--- src/design/wbgs_pkg.sv ---
package wbgs_pkg;

    localparam int MAG_BITS       = 20;
    localparam int MOD_STAGES     = MAG_BITS / 2;
    localparam int COL_BITS       = 10;
    localparam int ROW_BITS       = 9;
    localparam int FULL_ADDR_BITS = 19;
    localparam int FIFO_DEPTH     = 32;
    localparam int FIFO_AW        = 5;

    localparam logic signed [26:0] HALF_TURN = 27'sd11796480;
    localparam logic signed [26:0] FULL_TURN = 27'sd23592960;
    localparam logic signed [24:0] LAT_MAX   = 25'sd5898240;
    localparam logic signed [24:0] LAT_MIN   = -25'sd5898240;
    localparam logic signed [24:0] OUT_MAX   = 25'sd8388607;
    localparam logic signed [24:0] OUT_MIN   = -25'sd8388608;

    typedef enum logic [2:0] {
        CFG_ORIGIN_LON   = 3'd0,
        CFG_ORIGIN_LAT   = 3'd1,
        CFG_INV_STEP_LON = 3'd2,
        CFG_INV_STEP_LAT = 3'd3,
        CFG_COLS_IN_USE  = 3'd4,
        CFG_ROWS_IN_USE  = 3'd5
    } t_cfg_reg;

    typedef struct packed {
        logic signed [24:0] origin_lon;
        logic signed [23:0] origin_lat;
        logic [23:0]        inv_lon;
        logic [23:0]        inv_lat;
        logic [COL_BITS-1:0] cols;
        logic [ROW_BITS-1:0] rows;
    } t_cfg;

    typedef struct packed {
        logic               vld;
        logic               smp;
        logic [15:0]        idx;
        logic signed [23:0] val;
    } t_tag;

    typedef struct packed {
        t_tag                tag;
        logic                neg;
        logic [MAG_BITS-1:0] mag;
        logic [15:0]         a;
        logic [15:0]         b;
        logic [ROW_BITS-1:0] j0;
        logic [ROW_BITS-1:0] j1;
    } t_cell;

    typedef struct packed {
        t_tag                      tag;
        logic [15:0]               a;
        logic [15:0]               b;
        logic [FULL_ADDR_BITS-1:0] ad00;
        logic [FULL_ADDR_BITS-1:0] ad10;
        logic [FULL_ADDR_BITS-1:0] ad01;
        logic [FULL_ADDR_BITS-1:0] ad11;
    } t_rd;

endpackage

--- src/design/wbgs_addr.sv ---
module wbgs_addr (
    input  logic                          i_clk,
    input  logic                          i_rst_n,
    input  logic [wbgs_pkg::COL_BITS-1:0] i_cols,
    input  wbgs_pkg::t_cell               i_cell,
    output wbgs_pkg::t_rd                 o_rd
);
    import wbgs_pkg::*;

    typedef struct packed {
        t_cell               crd;
        logic [COL_BITS-1:0] rem;
    } t_mstage;

    typedef struct packed {
        t_tag                tag;
        logic [15:0]         a;
        logic [15:0]         b;
        logic [ROW_BITS-1:0] j0;
        logic [ROW_BITS-1:0] j1;
        logic [COL_BITS-1:0] i0;
        logic [COL_BITS-1:0] i1;
    } t_fix;

    function automatic logic [COL_BITS-1:0] mod_step(logic [COL_BITS-1:0] rem, logic bt,
                                                      logic [COL_BITS-1:0] n);
        logic [COL_BITS:0] t;
        t = {rem, bt};
        if (t >= {1'b0, n}) begin
            t = t - {1'b0, n};
        end
        return t[COL_BITS-1:0];
    endfunction

    logic [COL_BITS-1:0] ncols;
    assign ncols = (i_cols == '0) ? COL_BITS'(1) : i_cols;

    // column remainder, two bits per stage
    t_mstage s_src [MOD_STAGES];
    t_mstage n_st  [MOD_STAGES];
    t_mstage r_st  [MOD_STAGES];

    assign s_src[0] = '{crd: i_cell, rem: '0};

    for (genvar k = 0; k < MOD_STAGES; k++) begin : g_mod
        if (k > 0) begin : g_link
            assign s_src[k] = r_st[k-1];
        end
        always_comb begin
            n_st[k]      = s_src[k];
            n_st[k].rem  = mod_step(mod_step(s_src[k].rem,
                                             s_src[k].crd.mag[MAG_BITS-1-2*k], ncols),
                                    s_src[k].crd.mag[MAG_BITS-2-2*k], ncols);
        end
        always_ff @(posedge i_clk) begin
            if (!i_rst_n) begin
                r_st[k].crd.tag.vld <= 1'b0;
            end else begin
                r_st[k] <= n_st[k];
            end
        end
    end

    // wrap to [0, ncols) and next column
    t_mstage             fin;
    logic [COL_BITS:0]   inc;
    t_fix                n_fx, r_fx;

    always_comb begin
        fin       = r_st[MOD_STAGES-1];
        n_fx.tag  = fin.crd.tag;
        n_fx.a    = fin.crd.a;
        n_fx.b    = fin.crd.b;
        n_fx.j0   = fin.crd.j0;
        n_fx.j1   = fin.crd.j1;
        n_fx.i0   = (fin.crd.neg && fin.rem != '0) ? ncols - fin.rem : fin.rem;
        inc       = {1'b0, n_fx.i0} + 11'd1;
        n_fx.i1   = (inc == {1'b0, ncols}) ? '0 : inc[COL_BITS-1:0];
    end

    always_ff @(posedge i_clk) begin
        if (!i_rst_n) begin
            r_fx.tag.vld <= 1'b0;
        end else begin
            r_fx <= n_fx;
        end
    end

    // row * cols + col
    logic [FULL_ADDR_BITS-1:0] p0, p1;
    t_rd                       n_rd;

    always_comb begin
        p0        = FULL_ADDR_BITS'(r_fx.j0) * FULL_ADDR_BITS'(ncols);
        p1        = FULL_ADDR_BITS'(r_fx.j1) * FULL_ADDR_BITS'(ncols);
        n_rd.tag  = r_fx.tag;
        n_rd.a    = r_fx.a;
        n_rd.b    = r_fx.b;
        n_rd.ad00 = p0 + FULL_ADDR_BITS'(r_fx.i0);
        n_rd.ad10 = p0 + FULL_ADDR_BITS'(r_fx.i1);
        n_rd.ad01 = p1 + FULL_ADDR_BITS'(r_fx.i0);
        n_rd.ad11 = p1 + FULL_ADDR_BITS'(r_fx.i1);
    end

    always_ff @(posedge i_clk) begin
        if (!i_rst_n) begin
            o_rd.tag.vld <= 1'b0;
        end else begin
            o_rd <= n_rd;
        end
    end

endmodule

--- config.mk ---
export PLATFORM = sky130hd
export DESIGN_NAME = wbgs_addr
export DESIGN_NICKNAME = d
export VERILOG_FILES = /design/src/design/wbgs_pkg.sv /design/src/design/wbgs_addr.sv
export SDC_FILE = /design/constraint.sdc
export NUM_CORES = 2
export LEC_CHECK = 0
export BUFFER_PORTS_ARGS = -buffer_cell sky130_fd_sc_hd__buf_2
export CORE_ASPECT_RATIO = 0.8
export CORE_MARGIN = 5
export CORE_UTILIZATION = 53
export CTS_BUF_LIST = sky130_fd_sc_hd__clkbuf_4 sky130_fd_sc_hd__clkbuf_8 sky130_fd_sc_hd__clkbuf_16
export CTS_CLUSTER_DIAMETER = 30
export DETAILED_ROUTE_END_ITERATION = 8
export PLACE_DENSITY = 0.77
export SETUP_SLACK_MARGIN = 0.4
export SYNTH_ARGS = -nofsm -noshare
export SYNTH_HDL_FRONTEND = slang
export SYNTH_SLANG_ARGS = --single-unit
--- constraint.sdc ---
create_clock -name i_clk -period 9.77 [get_ports i_clk]
set_input_delay 2.931 -clock i_clk [delete_from_list [all_inputs] [get_ports i_clk]]
set_output_delay 2.931 -clock i_clk [all_outputs]
set_load 0.02 [all_outputs]
==> impl_metrics.prom <==
# TYPE chip_impl_metric gauge
chip_impl_info{name="setup_repair_after_global_routing_missed_its_margin",value="no"} 1
chip_impl_info{name="layout_commonest_cell",value="edfxtp_1"} 1
chip_impl_metric{name="timing.final.hold_violations",unit=""} 0
chip_impl_metric{name="yosysWarnings",unit=""} 0
chip_impl_metric{name="r2r_slack",unit="ns"} 3.82
chip_impl_metric{name="total_grt_usage",unit="%"} 17.72
chip_impl_metric{name="post_cts_resized",unit=""} 0
chip_impl_metric{name="cts_h_tree_depth",unit=""} 4
chip_impl_metric{name="cellPowerDensity",unit="nW/um2"} 343.8
chip_impl_metric{name="number_of_global_route_vias_before_repair",unit=""} 31290
chip_impl_metric{name="timing.final.max_slew_violations",unit=""} 0
chip_impl_metric{name="maxCapViolations",unit=""} 0
chip_impl_metric{name="synth_edf_count",unit=""} 1370
chip_impl_metric{name="port_buffers",unit=""} 274
chip_impl_metric{name="max-slew-margin-rel",unit="%"} 27.08
chip_impl_metric{name="final_net_count",unit=""} 4795
chip_impl_metric{name="netlist_instances",unit=""} 3726
chip_impl_info{name="layout.cells.most_common_list",value="edfxtp_1, ha_1, inv_1"} 1
chip_impl_metric{name="hold_buf_count_cts",unit=""} 0
chip_impl_info{name="yosys_most_used_dff",value="edfxtp_1"} 1
chip_impl_metric{name="synth_seq_cells",unit=""} 1382
chip_impl_metric{name="placer_congestion_estimate",unit=""} 0.8501
chip_impl_metric{name="dr_total_vias",unit=""} 30770
chip_impl_metric{name="setup_viol_count_final",unit=""} 0
chip_impl_metric{name="synthesis.nets",unit=""} 4309
chip_impl_metric{name="timing.clock.skew",unit="ns"} 0.05966
chip_impl_info{name="critPathCaptureType",value="register"} 1
chip_impl_metric{name="min_period",unit="ns"} 8.814
chip_impl_metric{name="die_w",unit="um"} 385.5
chip_impl_metric{name="via_per_inst",unit=""} 5.213
chip_impl_metric{name="finalCritPeriodShare",unit="%"} 90.22
chip_impl_metric{name="worstSkewPairLatency",unit="ns"} 0.81
chip_impl_info{name="ff_to_ff_end",value="r_st[2][5]"} 1
chip_impl_metric{name="first_iter_violations",unit=""} 1883
chip_impl_metric{name="place_hpwl",unit="um"} 68380
chip_impl_info{name="worst_setup_path_start_kind",value="primary input"} 1
chip_impl_metric{name="crit_arrival",unit="ns"} 9.32
chip_impl_metric{name="cts_post_setup_buffers_inserted",unit=""} 0
chip_impl_metric{name="cts.sink_count",unit=""} 1382
chip_impl_metric{name="tns",unit="ns"} 0
chip_impl_metric{name="part_of_the_yosys_area_used_for_sequential_elements",unit="%"} 69.22
chip_impl_metric{name="wirelength",unit="um"} 104300
chip_impl_metric{name="drt_first_pass_iters",unit=""} 5
chip_impl_info{name="clock-root-buffer",value="clkbuf_16"} 1
chip_impl_info{name="timing.setup.critical_path_class",value="in -> reg"} 1
chip_impl_metric{name="route.detailed.wl_per_inst",unit="um"} 17.67
chip_impl_info{name="hp_class",value="reg -> reg"} 1
chip_impl_metric{name="avgSynthCellArea",unit="um2"} 16.04
chip_impl_metric{name="post_route_cells_drive_above_1_share",unit="%"} 19.09
chip_impl_metric{name="max-vdd-ir-drop",unit="V"} 0.0002806
chip_impl_metric{name="antenna_found_initial",unit=""} 11
chip_impl_metric{name="worst-r2r-cell-count",unit=""} 22
chip_impl_metric{name="die_h",unit="um"} 310.4
chip_impl_metric{name="synth_cell_types",unit=""} 75
chip_impl_metric{name="grt_pass1_wl",unit="um"} 166600
chip_impl_metric{name="ys_async_sr_fraction",unit="%"} 0
chip_impl_info{name="hold_path_startpoint",value="r_st[3][64]"} 1
chip_impl_metric{name="timing.critical_path.required",unit="ns"} 10.28
chip_impl_metric{name="die_area",unit="um2"} 119700
chip_impl_metric{name="syn_to_final_growth",unit="%"} 17.74
chip_impl_metric{name="grt_overflow",unit=""} 0
chip_impl_info{name="outcome",value="complete, no violations"} 1
chip_impl_metric{name="clk_pin_slew_worst_paths",unit="ns"} 0.06
chip_impl_metric{name="worst-path-max-fanout",unit=""} 10
chip_impl_metric{name="max_freq",unit="MHz"} 113.5
chip_impl_metric{name="power.static_leakage",unit="uW"} 0.02750
chip_impl_metric{name="core_region_area",unit="um2"} 112300
chip_impl_metric{name="grt_start_max_net_pins",unit=""} 197
chip_impl_metric{name="rows",unit=""} 110
chip_impl_metric{name="total_power",unit="uW"} 24200
chip_impl_metric{name="drc",unit=""} 0
chip_impl_metric{name="tightestPinTransition",unit="ns"} 1.094
chip_impl_info{name="worst_hold_path.endpoint",value="r_st[4][64]"} 1
chip_impl_info{name="tritoncts",value="built"} 1
chip_impl_metric{name="synth_area",unit="um2"} 59780
chip_impl_metric{name="top_level_ports",unit=""} 275
chip_impl_metric{name="hold-path-cell-count",unit=""} 0
chip_impl_metric{name="ctsLongestPathBuffers",unit=""} 3
chip_impl_info{name="r2r-start",value="r_st[1][0]"} 1
chip_impl_metric{name="starting_density_of_the_core",unit="%"} 53.23
chip_impl_metric{name="antenna_violating_nets_post_route",unit=""} 0
chip_impl_metric{name="total_cts_buffers",unit=""} 193
[worst max-delay path by stage]
stage          cells after the start  startpoint  slack, ns    endpoint
2_1_floorplan                     23   i_cols[6]       0.46    o_rd[18]
6_report                          25   i_cols[2]       0.96    o_rd[18]
3_5_place_dp                      25   i_cols[2]       0.26    o_rd[18]
3_3_place_gp                      25   i_cols[2]       0.48    o_rd[18]
5_1_grt                           28   i_cols[2]       0.53  r_st[5][6]
4_1_cts                           25   i_cols[2]       1.04    o_rd[18]
[power by group]
| group | internal, uW | switching [uW] | total, uW |
|---|---|---|---|
| registers | 7780 | 320 | 8100 |
| clock network | 4380 | 2750 | 7130 |
| logic | 4070 | 4900 | 8970 |
[worst max-delay path, stage by stage]
cell and delay (ns):
buf_2 0.15, nor3_1 0.16, nand3_1 0.22, nor3_1 0.30, a31o_2 0.40, buf_4 0.25
nand2_1 0.10, fa_1 0.53, fa_1 0.55, inv_1 0.06, fa_1 0.53, inv_1 0.05
fa_1 0.52, inv_1 0.04, ha_1 0.20, or3_1 0.38, o21bai_1 0.21, a31oi_1 0.33
o21ai_0 0.21, a2111oi_1 0.34, buf_4 0.20, and3_1 0.21, nand2_1 0.09, nor3_1 0.26
xor2_1 0.12
[area by class of cell]
type	instances	area, um2
multi-input cells	2007	17170
clock buffers	217	5094
repair buffers	339	1924
well taps	1512	1892
diodes	6	15.01
clock inverters	150	1833
inverters	289	1085
fillers	8099	41920
flip-flops and latches	1382	41380
[cell usage after synthesis (all sizes together), types with 34 or more instances]
cell | count | share of area (%)
nand4 | 34 | 0.36
mux2i | 36 | 0.60
xnor2 | 162 | 2.4
and2 | 130 | 1.4
nor3 | 46 | 0.39
clkbuf | 39 | 0.24
xor2 | 69 | 1.0
o21ai | 105 | 0.89
inv | 289 | 1.8
ha | 320 | 6.7
nor2b | 45 | 0.47
mux2 | 130 | 2.4
a21oi | 161 | 1.3
edfxtp | 1370 | 69
fa | 138 | 4.6
a21o | 77 | 0.97
nand2 | 154 | 0.97
nor2 | 138 | 0.87
[stage by stage]
stage	hold WS, ns	utilization, %	area [um2]	cells	setup WS (ns)
2_1_floorplan	0.4003	-	59810	3726	0.4648
3_3_place_gp	0.4002	56.49	63450	5529	0.4785
3_5_place_dp	0.4045	56.49	63450	5529	0.2598
4_1_cts	0.3793	62.66	70370	5896	1.038
5_1_grt	0.3816	62.66	70380	5897	0.5271
6_report	0.3811	62.67	70390	5902	0.9557
[state kept, by name, indices dropped and copies added (netlist names)]
register	flops
n_rd	74
o_rd	150
r_fx	38
r_st	1120
[routing by layer]
| metal | part of all wire, % | vias up | global-route usage [%] |
|---|---|---|---|
| met5 | 0.039 | - | 0 |
| met3 | 5.8 | 211 | 4.222 |
| met2 | 47 | 745 | 28.06 |
| met1 | 44 | 14970 | 24.11 |
| li1 | - | 14840 | - |
| met4 | 3.0 | 6 | 6.880 |
[cells by family after synthesis]
family,Yosys count,synth area share [%]
and+or+nand+nor,649,5.494
DFF,1382,69.22
adders and majority gates,458,11.32
AOI/OAI and AO/OA,502,5.373
xor gates and xnor gates,232,3.422
muxes,166,3.052
buffers and inverters,337,2.122
No activity file was read; power rests on OpenSTA's default activity.
